`config.mk`:
```
export PLATFORM = sky130hd
export DESIGN_NAME = pwm_audio_sample_player
export DESIGN_NICKNAME = d
export VERILOG_FILES = /design/src/sv/pwmap_pkg.sv /design/src/sv/pwm_audio_sample_player.sv /design/src/sv/pwmap_ring.sv
export SDC_FILE = /design/constraint.sdc
export NUM_CORES = 2
export LEC_CHECK = 0
export BUFFER_PORTS_ARGS = -buffer_cell sky130_fd_sc_hd__clkbuf_2
export CELL_PAD_IN_SITES_DETAIL_PLACEMENT = 0
export CELL_PAD_IN_SITES_GLOBAL_PLACEMENT = 1
export CORE_MARGIN = 5
export CORE_UTILIZATION = 60
export CTS_CLUSTER_DIAMETER = 50
export DETAILED_ROUTE_END_ITERATION = 12
export PLACE_DENSITY = 0.93
export SETUP_SLACK_MARGIN = 0.05
export SYNTH_ARGS = -nofsm -noshare
export SYNTH_HDL_FRONTEND = slang
export SYNTH_SLANG_ARGS = --single-unit
```
`constraint.sdc`:
```
create_clock -name clk_i -period 7.4 [get_ports clk_i]
set_clock_uncertainty 0.05 [all_clocks]
set_input_delay 1.11 -clock clk_i [delete_from_list [all_inputs] [get_ports clk_i]]
set_output_delay 1.11 -clock clk_i [all_outputs]
set_load 0.02 [all_outputs]
```
`src/sv/pwmap_pkg.sv`:
```
// ----------------------------------------------------------------------------
// PWM audio sample player package
// Shared types, sizes and helper functions for the sample player.
// ----------------------------------------------------------------------------
package pwmap_pkg;

  localparam int unsigned RING_DEPTH = 256;
  localparam int unsigned PTR_W      = $clog2(RING_DEPTH);
  localparam int unsigned FILL_W     = (PTR_W + 1 > 9) ? PTR_W + 1 : 9;

  localparam int unsigned SAMPLE_W  = 8;
  localparam int unsigned TIMER_W   = 16;
  localparam int unsigned FILL_OUT_W = 8;

  localparam logic [SAMPLE_W-1:0] DUTY_RESET = 8'd127;

  // Output queue between the pipeline and the result channel.
  localparam int unsigned OQ_DEPTH = 3;
  localparam int unsigned OQ_IDX_W = 2;
  localparam int unsigned OQ_CNT_W = 2;

  typedef enum logic {
    KIND_PUSH = 1'b0,
    KIND_TICK = 1'b1
  } kind_e;

  typedef struct packed {
    logic                kind;
    logic [SAMPLE_W-1:0] sample;
  } in_item_t;

  typedef struct packed {
    logic                  accepted;
    logic [5:0]            duty_high;
    logic [1:0]            duty_low;
    logic                  sample_played;
    logic [FILL_OUT_W-1:0] fill_level;
    logic                  playing;
  } out_item_t;

  // Access to the sample ring for one cycle.
  typedef struct packed {
    logic                we;
    logic [PTR_W-1:0]    waddr;
    logic [SAMPLE_W-1:0] wdata;
    logic [PTR_W-1:0]    raddr;
  } ring_req_t;

  function automatic logic [PTR_W-1:0] ring_next(input logic [PTR_W-1:0] ptr);
    logic [PTR_W-1:0] res;
    if (ptr == PTR_W'(RING_DEPTH - 1)) begin
      res = '0;
    end else begin
      res = ptr + PTR_W'(1);
    end
    return res;
  endfunction

  function automatic logic [FILL_OUT_W-1:0] ring_fill(input logic [PTR_W-1:0] wp,
                                                      input logic [PTR_W-1:0] rp);
    logic [FILL_W-1:0] fill;
    if (wp >= rp) begin
      fill = FILL_W'(wp) - FILL_W'(rp);
    end else begin
      fill = FILL_W'(RING_DEPTH) - FILL_W'(rp) + FILL_W'(wp);
    end
    if (fill > FILL_W'(255)) begin
      return 8'hFF;
    end
    return fill[FILL_OUT_W-1:0];
  endfunction

endpackage

```
`src/sv/pwm_audio_sample_player.sv`:
```
// ----------------------------------------------------------------------------
// PWM audio sample player
// Ring buffer of audio samples feeding the duty register of a PWM DAC.
// ----------------------------------------------------------------------------
// The block takes one item per clock cycle while in_stall_o is low, pushes and
// timer ticks alike, and delivers one result per item through the stage 1
// register and the output queue. Pointers, the rate timer and playback control
// are updated in the cycle of acceptance; the sample for a serviced overflow
// comes from the single read port of the ring memory in the following cycle,
// in step with stage 1. Results wait in a three-entry queue. In a full-rate
// stream the input is stalled from the cycle after the first cycle in which the
// output side stalls, and it flows again in the cycle after a result leaves the
// queue. The ring holds RING_DEPTH - 1 samples; a push into a full ring is dropped
// and reported as not accepted. The user must write the sample-rate reload value
// through the configuration channel while the block is idle; it is not enforced.
module pwm_audio_sample_player (
  input  logic                              clk_i,
  input  logic                              rst_ni,
  input  logic                              in_valid_i,
  output logic                              in_stall_o,
  input  pwmap_pkg::in_item_t               in_item_i,
  output logic                              out_valid_o,
  input  logic                              out_stall_i,
  output pwmap_pkg::out_item_t              out_item_o,
  input  logic                              cfg_valid_i,
  output logic                              cfg_ready_o,
  input  logic [pwmap_pkg::TIMER_W-1:0]     cfg_data_i
);

  typedef struct packed {
    logic                                 valid;
    logic                                 accepted;
    logic                                 played;
    logic [pwmap_pkg::FILL_OUT_W-1:0]     fill;
    logic                                 playing;
  } s1_t;

  logic [pwmap_pkg::PTR_W-1:0]    wp_q, wp_d, rp_q, rp_d, wp_nxt;
  logic [pwmap_pkg::TIMER_W-1:0]  timer_q, timer_d, timer_inc, reload_q;
  logic                           pend_q, pend_d, en_q, en_d;
  logic [pwmap_pkg::SAMPLE_W-1:0] duty_q, duty_cur, ring_rdata;
  logic                           in_acc, out_pop, push_ok, tick_serv, play;
  s1_t                            s1_q, s1_d;
  pwmap_pkg::ring_req_t           ring_req;
  pwmap_pkg::out_item_t           res;

  pwmap_pkg::out_item_t             oq_mem [pwmap_pkg::OQ_DEPTH];
  logic [pwmap_pkg::OQ_IDX_W-1:0]   oq_wr_q, oq_rd_q;
  logic [pwmap_pkg::OQ_CNT_W-1:0]   oq_cnt_q;
  logic [2:0]                       occupancy;

  assign cfg_ready_o = 1'b1;

  // Room is reserved for every transaction still in the pipeline.
  assign occupancy  = {1'b0, oq_cnt_q} + {2'b00, s1_q.valid};
  assign in_stall_o = (occupancy >= 3'(pwmap_pkg::OQ_DEPTH));
  assign in_acc     = in_valid_i & ~in_stall_o;
  assign out_valid_o = (oq_cnt_q != '0);
  assign out_pop    = out_valid_o & ~out_stall_i;
  assign out_item_o = oq_mem[oq_rd_q];

  // Stage 0: control state update.
  always_comb begin
    wp_d      = wp_q;
    rp_d      = rp_q;
    timer_d   = timer_q;
    pend_d    = pend_q;
    en_d      = en_q;
    push_ok   = 1'b0;
    tick_serv = 1'b0;
    play      = 1'b0;
    wp_nxt    = pwmap_pkg::ring_next(wp_q);
    timer_inc = timer_q + pwmap_pkg::TIMER_W'(1);
    if (in_acc) begin
      if (in_item_i.kind == pwmap_pkg::KIND_PUSH) begin
        if (wp_nxt != rp_q) begin
          push_ok = 1'b1;
          wp_d    = wp_nxt;
          en_d    = 1'b1;
        end
      end else begin
        timer_d = timer_inc;
        if (timer_inc == '0) begin
          pend_d = 1'b1;
        end
        if ((pend_q || (timer_inc == '0)) && en_q) begin
          tick_serv = 1'b1;
          timer_d   = reload_q;
          pend_d    = 1'b0;
          if (rp_q != wp_q) begin
            play = 1'b1;
            rp_d = pwmap_pkg::ring_next(rp_q);
          end
          if (rp_d == wp_q) begin
            en_d = 1'b0;
          end
        end
      end
    end
    s1_d.valid    = in_acc;
    s1_d.accepted = push_ok;
    s1_d.played   = play;
    s1_d.fill     = pwmap_pkg::ring_fill(wp_d, rp_d);
    s1_d.playing  = en_d;
  end

  // The read port always looks at the oldest sample; its data lines up with stage 1.
  assign ring_req.we    = push_ok;
  assign ring_req.waddr = wp_q;
  assign ring_req.wdata = in_item_i.sample;
  assign ring_req.raddr = rp_q;

  pwmap_ring u_ring (
    .clk_i   (clk_i),
    .req_i   (ring_req),
    .rdata_o (ring_rdata)
  );

  // Stage 1: the duty register picks up the popped sample.
  assign duty_cur = s1_q.played ? ring_rdata : duty_q;

  always_comb begin
    res.accepted      = s1_q.accepted;
    res.duty_high     = duty_cur[7:2];
    res.duty_low      = duty_cur[1:0];
    res.sample_played = s1_q.played;
    res.fill_level    = s1_q.fill;
    res.playing       = s1_q.playing;
  end

  always_ff @(posedge clk_i or negedge rst_ni) begin
    if (!rst_ni) begin
      wp_q     <= '0;
      rp_q     <= '0;
      timer_q  <= '0;
      pend_q   <= 1'b0;
      en_q     <= 1'b0;
      reload_q <= '0;
      duty_q   <= pwmap_pkg::DUTY_RESET;
      s1_q     <= '0;
      oq_wr_q  <= '0;
      oq_rd_q  <= '0;
      oq_cnt_q <= '0;
    end else begin
      wp_q    <= wp_d;
      rp_q    <= rp_d;
      timer_q <= timer_d;
      pend_q  <= pend_d;
      en_q    <= en_d;
      s1_q    <= s1_d;
      duty_q  <= duty_cur;
      if (cfg_valid_i && cfg_ready_o) begin
        reload_q <= cfg_data_i;
      end
      if (s1_q.valid) begin
        oq_wr_q <= (oq_wr_q == pwmap_pkg::OQ_IDX_W'(pwmap_pkg::OQ_DEPTH - 1)) ?
                   '0 : oq_wr_q + pwmap_pkg::OQ_IDX_W'(1);
      end
      if (out_pop) begin
        oq_rd_q <= (oq_rd_q == pwmap_pkg::OQ_IDX_W'(pwmap_pkg::OQ_DEPTH - 1)) ?
                   '0 : oq_rd_q + pwmap_pkg::OQ_IDX_W'(1);
      end
      oq_cnt_q <= oq_cnt_q + pwmap_pkg::OQ_CNT_W'(s1_q.valid)
                           - pwmap_pkg::OQ_CNT_W'(out_pop);
    end
  end

  always_ff @(posedge clk_i) begin
    if (s1_q.valid) begin
      oq_mem[oq_wr_q] <= res;
    end
  end

`ifndef SYNTHESIS
  // Playback is never left enabled on an empty ring.
  a_no_enable_when_empty: assert property (@(posedge clk_i) disable iff (!rst_ni)
    !(en_q && (rp_q == wp_q)))
    else $error("playback enabled with an empty ring");

  // The queue always has room for the transaction leaving stage 1.
  a_queue_room: assert property (@(posedge clk_i) disable iff (!rst_ni)
    occupancy <= 3'(pwmap_pkg::OQ_DEPTH))
    else $error("output queue overrun");

  // A played sample always advances the read pointer by one slot.
  a_play_advances: assert property (@(posedge clk_i) disable iff (!rst_ni)
    play |=> (rp_q == pwmap_pkg::ring_next($past(rp_q))))
    else $error("read pointer did not advance on play");

  // A sample is only played when an overflow is serviced.
  a_play_needs_service: assert property (@(posedge clk_i) disable iff (!rst_ni)
    play |-> tick_serv)
    else $error("sample played without a serviced overflow");

  // Pointers stay inside the ring.
  a_ptr_range: assert property (@(posedge clk_i) disable iff (!rst_ni)
    (32'(wp_q) < pwmap_pkg::RING_DEPTH) && (32'(rp_q) < pwmap_pkg::RING_DEPTH))
    else $error("ring pointer out of range");
`endif

endmodule

```
`src/sv/pwmap_ring.sv`:
```
// ----------------------------------------------------------------------------
// Sample ring memory
// Single-port-write, single-port-read sample store with a registered read.
// ----------------------------------------------------------------------------
module pwmap_ring (
  input  logic                             clk_i,
  input  pwmap_pkg::ring_req_t             req_i,
  output logic [pwmap_pkg::SAMPLE_W-1:0]   rdata_o
);

  logic [pwmap_pkg::SAMPLE_W-1:0] mem [pwmap_pkg::RING_DEPTH];
  logic [pwmap_pkg::SAMPLE_W-1:0] rdata_q;

  always_ff @(posedge clk_i) begin
    if (req_i.we) begin
      mem[req_i.waddr] <= req_i.wdata;
    end
    rdata_q <= mem[req_i.raddr];
  end

  assign rdata_o = rdata_q;

endmodule
```
* Word level (Yosys, flattened, before mapping) *
Memories as Yosys holds them, arrays and structs flattened. A register that Yosys moved wholly into a read port is not among the register bits.
Index checks and enable logic that the tools add are counted.
W data, S select, Z words.

operators by class
  bitwise gates (word level) = 4
  mux-type cells = 37
  eq/ne operators = 9
  add/subtract/negate cells = 11
  reductions and logical operators = 9
  order comparisons = 3

operators by type and width
  cell                     number
  $mux W8                  15
  $mux W1                  18
  $add A16 B1 Y16 const B  1
  $add A8 B1 Y8 const B    2
  $eq A8 B8 Y1 const B     2
  $logic_not A16 Y1        1
  $mux W16                 1
  $ne A8 B8 Y1             2
  $add A9 B8 Y9            1
  $gt A9 B8 Y1 const B     1
  $mux W9                  1
  $sub A8 B8 Y9            1
  $sub A9 B8 Y9 const A    1
  $eq A8 B8 Y1             1
  $ge A8 B8 Y1             1
  $reduce_bool A2 Y1       3
  $add A2 B1 Y2 const B    2
  $eq A2 B2 Y1 const B     2
  $mux W2                  2
  $ne A2 B1 Y1 const B     2
  $reduce_and A4 Y1        1
  $add A2 B1 Y3            1
  $ge A3 B2 Y1 const B     1
  $reduce_and A3 Y1        1
  other kinds (7)          9

storage, ports and cells
  register bits after elaboration = 75
  input port bits = 30
  RAM bits = 2105
  memories = 2
  output and inout bits = 22

memories
  name        words  width  read ports  clocked after Yosys merged registers in  write ports  RTL line                       source
  u_ring.mem  256    8      1           1                                        1            pwmap_ring.sv:11               logic [pwmap_pkg::SAMPLE_W-1:0] mem [pwmap_pkg::RING_DEPTH];
  oq_mem      3      19     1           0                                        1            pwm_audio_sample_player.sv:47  pwmap_pkg::out_item_t oq_mem [pwmap_pkg::OQ_DEPTH];

* Logic depth before layout (Yosys ltp) *
  depth after elaboration = 16
  depth in mapped cells = 21
  mapped depth without buffers = 19

* By module *
Synthesis repeated with hierarchy kept, for this count alone.

unflattened totals
  cell total of the unflattened synthesis = 4337
  area, all modules = 86294.0 um2

modules (own cells, without submodules)
  module                   cells an instance  times used  seq. area each (um2)  area each (um2)
  pwmap_ring               3733               1           61659.1               79556.3
  pwm_audio_sample_player  604                1           3597.2                6737.7

* Worst setup path after synthesis *
No wires, ideal clock.

  path type = register -> register
  from = register wp_q[1] (netlist bit)
  to = register s1_q (netlist bit res[4])
  stages on the path, launching flop included = 20
  arrival = 4.119 ns
  setup slack = 3.080 ns
  library setup time = 0.151 ns
  path through = dfrtp_1 -> ha_1 -> clkbuf_1 -> nand3_1 -> nor2_1 -> a21oi_1 -> o32ai_1 -> a41oi_2 -> buf_2 -> buf_2 -> o21ai_0 -> ha_1 -> nor2b_1 -> o21ai_0 -> a21boi_0 -> o21ai_0 -> a21boi_0 -> o31ai_1 -> xnor2_1 -> o21ai_0

RTL lines
  what                    RTL line                        source
  start, declared         pwm_audio_sample_player.sv:38   logic [pwmap_pkg::PTR_W-1:0] wp_q, wp_d, rp_q, rp_d, wp_nxt;
  start signal, assigned  pwm_audio_sample_player.sv:145  wp_q <= wp_d;
  end signal, assigned    pwm_audio_sample_player.sv:140  s1_q <= '0;
  end signal, assigned    pwm_audio_sample_player.sv:150  s1_q <= s1_d;
  end, declared           pwm_audio_sample_player.sv:43   s1_t s1_q, s1_d;

* Worst setup path in the final report *
  from = register wp_q[5] (netlist bit)
  to = memory u_ring.mem[115][7] (netlist bit) (enable)

between the ends
  cells in the longest elaborated chain, start to end = 8
  elaborated cells between the ends (all ways) = 9

RTL lines
  what                                                  RTL line                          source
  $add A8 B1 Y8 / $eq A8 B8 Y1 (equally long branches)  pwmap_pkg.sv:54, pwmap_pkg.sv:51
  $mux W8                                               pwmap_pkg.sv:51                   if (ptr == PTR_W'(RING_DEPTH - 1)) begin
  $ne A8 B8 Y1                                          pwm_audio_sample_player.sv:76     if (wp_nxt != rp_q) begin
  $mux W1                                               pwm_audio_sample_player.sv:76
  $mux W1                                               pwm_audio_sample_player.sv:75     if (in_item_i.kind == pwmap_pkg::KIND_PUSH) begin
  $mux W1                                               pwm_audio_sample_player.sv:74     if (in_acc) begin
  $mux W1                                               pwmap_ring.sv:15                  if (req_i.we) begin
  $mux W1 (implied by the code)                         pwmap_ring.sv:16                  mem[req_i.waddr] <= req_i.wdata;
  end, declared                                         pwmap_ring.sv:11

Parallel ways exist; a longest one is shown, timed or not.

==> results.txt <==
The maximum frequency from static timing analysis came out at 0.160 GHz. The area share of the leading cell type in the synthesized netlist is 73.3%. The count of buffering cells on the critical path with inverters included came out at 1. The CTS tree is built. In this run the static leakage power is 0.0295 uW. The routed design has 231000 um of wire. The count of cell types in the netlist came out at 76.

The met3 wire length is 31300 um. The synthesized instance count is 4207. The number of remaining DRC errors came out at 0. In this run the top signal layer used is met5. The first global-routing pass estimated 334000 um of wire. The overall routing resource usage is 30.7%. The flow ran to the end, and the final reports show no timing, DRC or antenna violations.

The number of gates resized after CTS was 0. IR analysis of the VDD net gives a maximum drop of 0.311 mV. The via count of the first global-routing pass came out at 46000. The worst-path maximum fanout came out at 18.

The final layout contains 4324 nets. Setup repair after global routing left no endpoint under its margin. In the post-synthesis netlist, the biggest area contributors are sky130_fd_sc_hd__edfxtp_1, sky130_fd_sc_hd__mux4_2, sky130_fd_sc_hd__dfrtp_1. The floorplan die width is 389 um. The part of the cycle the worst path needs is 84.2%. The worst setup slack for register-to-register paths is 1.17 ns. Once placement completed, the tool counted placed cells totaling 5973. The total overflow reported by the global router came out at 0. The number of pins exceeding their max-slew limit in the final report is 0. The starting utilization of the core area is 60.2%. Counting every sink on the clock net gives 2188. The setup path with the least slack is of type register to register. Of all cell types, the one taking the most synthesized area is sky130_fd_sc_hd__edfxtp_1. During I/O placement, the number of pins put on the boundary was 52. The netlist area before placement came out at 86300 um^2. On the worst path, the slowest cell contributes a delay of 1.16 ns. The clock insertion delay at the later pin of the skew report is 0.85 ns. In the synthesized netlist the dominant register cell turns out to be sky130_fd_sc_hd__edfxtp_1. The met1 routed wirelength after detailed routing is 75500 um. The number of cells in the finished layout apart from fillers came out at 6357.

The level count of the clock H-tree is 4. After routing, the total negative slack on setup checks comes to 0 ns. The pin slew with the least headroom to its limit is 1.44 ns. The count of hold buffers inserted by post-cts repair is 0.

The average via count per standard cell came out at 7.28. Buffers placed on the I/O ports in this run total 50. Detailed routing placed a total of 109000 um of wire on met2. Walking the worst path, the cells encountered are nand4_1 > nor2_1 > nor2_1 > xnor2_1 > a41oi_2 > buf_4 > nand3_2 > nor2_1. After layout, the minimum clock period comes to 6.23 ns. Data arrives at the worst endpoint at 6.63 ns. The half-perimeter wire length after placement is 122000 um. The number of standard-cell rows in the floorplan came out at 139. The overall die height is 389 um. The final hold violation count came out at 0. The max-cap check violation count came out at 0. The worst hold path belongs to the class input pin to async pin. The count of antenna-violating nets left after detailed routing is 0. The average wire length per cell after detail routing is 36.4 um. The cell type group with the largest total delay on the critical path is simple AND/OR/NAND/NOR gates. The data required time at the worst endpoint is 7.80 ns. The cell that appears most often on the critical path is sky130_fd_sc_hd__nor2_1. Counting buffers and inverters, the worst setup path is 8 cells deep. The number of nets produced by synthesis is 4257.

The pin count of the biggest net entering global routing is 201. For this run, asynchronously set or reset flops after synthesis account for 3.43%. The clock slew seen by the registers of the worst setup and hold paths is 0.06 ns. The nature of the critical path startpoint is a register.

The total via count in the routed design came out at 46300. The clock passes through at most 3 buffers. The slowest stage of the critical path belongs to the cell sky130_fd_sc_hd__nor2_1. The area of the die is 151000 um^2. The post-route netlist has 23.5% of its cells at a drive strength greater than 1. Counting cells, the worst reg-to-reg path comes to 8.

The number of antenna violations at the first check in global routing is 9. The clock buffer count from CTS came out at 202. Sequential cells were found to cover 75.6% of the synthesized design area. The total power per unit cell area came out at 305 nW/um^2. The warning count from the yosys run came out at 0. The initial detailed-routing violation count is 7849. The global placer's final weighted congestion is 0.886. The total setup buffers inserted after CTS came out at 0. The final-layout fill cell count came out at 8246. The first-pass iteration count of the detailed router is 6. The worst slew margin relative to its limit came out at 3.95%. Clock tree synthesis selected as its root buffer the cell sky130_fd_sc_hd__clkbuf_16.

Setup violations remaining at the end of the flow were counted as 0. In this run, synthesis inferred 2105 flip-flops with an integrated enable. The total of flip-flops plus latches after synthesis came out at 2188. In this run the standard cell core region covers 143000 um^2. The kind of capture point of the worst setup path is a register. The mean post-synth cell area is 20.5 um^2. The area growth from synthesis to final layout came out at 9.93%.
## sequential cells by signal (all words and copies together), names as in the netlist, named ones only
register	count
u_ring.rdata_o	8
oq_wr_q	2
u_ring.mem	2048
s1_q	1
oq_rd_q	2
timer_q	16
rp_q	7
oq_cnt_q	2
pend_q	1
wp_q	8
oq_mem	57
res	11
duty_q	8
reload_q	16
## cell families (layout without fill, tap and decap cells)
| group | Yosys count | count (layout) | synth area share (%) |
|---|---|---|---|
| compound gates | 317 | 317 | 2.41 |
| xor+xnor | 38 | 38 | 0.386 |
| fa+ha+maj | 20 | 20 | 0.299 |
| buf+inv | 280 | 515 | 1.70 |
| flops | 2188 | 2188 | 75.6 |
| mux | 682 | 682 | 16.1 |
| other cells | 1 | 13 | 0.00435 |
| simple gates | 681 | 681 | 3.45 |
## where the power goes
group          internal [uW]  switching [uW]  total [uW]
Sequential             13900             300       14200
Clock                   5740            4650       10400
Combinational           1820            2580        4400
Total                  21400            7530       28900
## path summary, 6_finish.rpt
check                              from            endpoint
worst max-delay path            wp_q[5]  u_ring.mem[115][7]
worst min-delay path             rst_ni             wp_q[0]
worst max register to register  wp_q[5]  u_ring.mem[115][7]
worst min register to register   res[8]        oq_mem[1][8]
max in group asynchronous        rst_ni             rp_q[0]
min in group clk_i               res[8]        oq_mem[1][8]
## cell usage after synthesis (23+ instances only)
| cell type | count |
|---|---|
| sky130_fd_sc_hd__buf_6 | 23 |
| sky130_fd_sc_hd__o21ai_0 | 74 |
| sky130_fd_sc_hd__nor2_1 | 320 |
| sky130_fd_sc_hd__mux4_2 | 562 |
| sky130_fd_sc_hd__edfxtp_1 | 2105 |
| sky130_fd_sc_hd__nand2_1 | 168 |
| sky130_fd_sc_hd__buf_2 | 95 |
| sky130_fd_sc_hd__nor3_1 | 26 |
| sky130_fd_sc_hd__buf_4 | 28 |
| sky130_fd_sc_hd__nand3_1 | 56 |
| sky130_fd_sc_hd__mux2_2 | 29 |
| sky130_fd_sc_hd__mux2i_1 | 91 |
| sky130_fd_sc_hd__a21oi_1 | 71 |
| sky130_fd_sc_hd__inv_1 | 23 |
| sky130_fd_sc_hd__a211oi_1 | 27 |
| sky130_fd_sc_hd__dfrtp_1 | 68 |
| sky130_fd_sc_hd__clkbuf_1 | 86 |
## layout by cell type, fill, tap and decap left out, types with 18 or more instances in the layout
| cell | instances |
|---|---|
| sky130_fd_sc_hd__edfxtp_1 | 2105 |
| sky130_fd_sc_hd__mux4_2 | 562 |
| sky130_fd_sc_hd__nor2_1 | 319 |
| sky130_fd_sc_hd__clkbuf_16 | 208 |
| sky130_fd_sc_hd__nand2_1 | 168 |
| sky130_fd_sc_hd__mux2i_1 | 91 |
| sky130_fd_sc_hd__o21ai_0 | 74 |
| sky130_fd_sc_hd__a21oi_1 | 71 |
| sky130_fd_sc_hd__dfrtp_1 | 62 |
| sky130_fd_sc_hd__buf_4 | 58 |
| sky130_fd_sc_hd__nand3_1 | 48 |
| sky130_fd_sc_hd__clkinv_1 | 41 |
| sky130_fd_sc_hd__clkbuf_2 | 41 |
| sky130_fd_sc_hd__clkinv_2 | 36 |
| sky130_fd_sc_hd__clkbuf_1 | 35 |
| sky130_fd_sc_hd__mux2_2 | 29 |
| sky130_fd_sc_hd__a211oi_1 | 27 |
| sky130_fd_sc_hd__nor3_1 | 25 |
| sky130_fd_sc_hd__inv_1 | 22 |
| sky130_fd_sc_hd__xnor2_1 | 22 |
| sky130_fd_sc_hd__o221ai_1 | 22 |
| sky130_fd_sc_hd__and2_1 | 21 |
| sky130_fd_sc_hd__o22ai_1 | 20 |
| sky130_fd_sc_hd__a31oi_1 | 19 |
| sky130_fd_sc_hd__nor2b_1 | 19 |
| sky130_fd_sc_hd__ha_1 | 19 |
| sky130_fd_sc_hd__a22oi_1 | 18 |
## layer usage
layer	track usage [%]	vias to the layer above
li1	-	17400
met1	40.5	23500
met2	47.3	4479
met3	8.89	915
met4	16.1	4
met5	0	-
## worst register-to-register path: cells and delay by family (launching register included)
| kind | cells | cell delay (ns) |
|---|---|---|
| flops | 1 | 0.65 |
| xor+xnor | 1 | 0.16 |
| simple gates | 5 | 4.04 |
| compound gates | 1 | 0.59 |
| buf+inv | 1 | 0.38 |
## through the flow
step	power, uW	setup slack [ns]	cell area (um^2)	hold WS (ns)	util [%]
finish	28900	1.17	94800	0.401	66.2
CTS	28900	1.58	94800	0.412	66.2
floorplan	17300	3.08	86300	0.388	-
global placement	18600	1.76	88300	0.397	61.6
global route	29800	0.941	94800	0.438	66.2
detailed placement	18600	1.61	88300	0.404	61.6
## cell type report
type | count | area [um^2] | area share [%]
Clock inverter | 122 | 1070 | 1.13
Clock buffer | 250 | 5430 | 5.73
Tap cell | 1903 | 2380 | 2.51
Antenna cell | 12 | 30.0 | 0.0317
Multi-Input combinational cell | 1739 | 19600 | 20.7
Sequential cell | 2188 | 65300 | 68.8
Inverter | 26 | 98.8 | 0.104
Timing Repair Buffer | 117 | 941 | 0.992
Note: power is estimated with default switching activity, not from simulation.
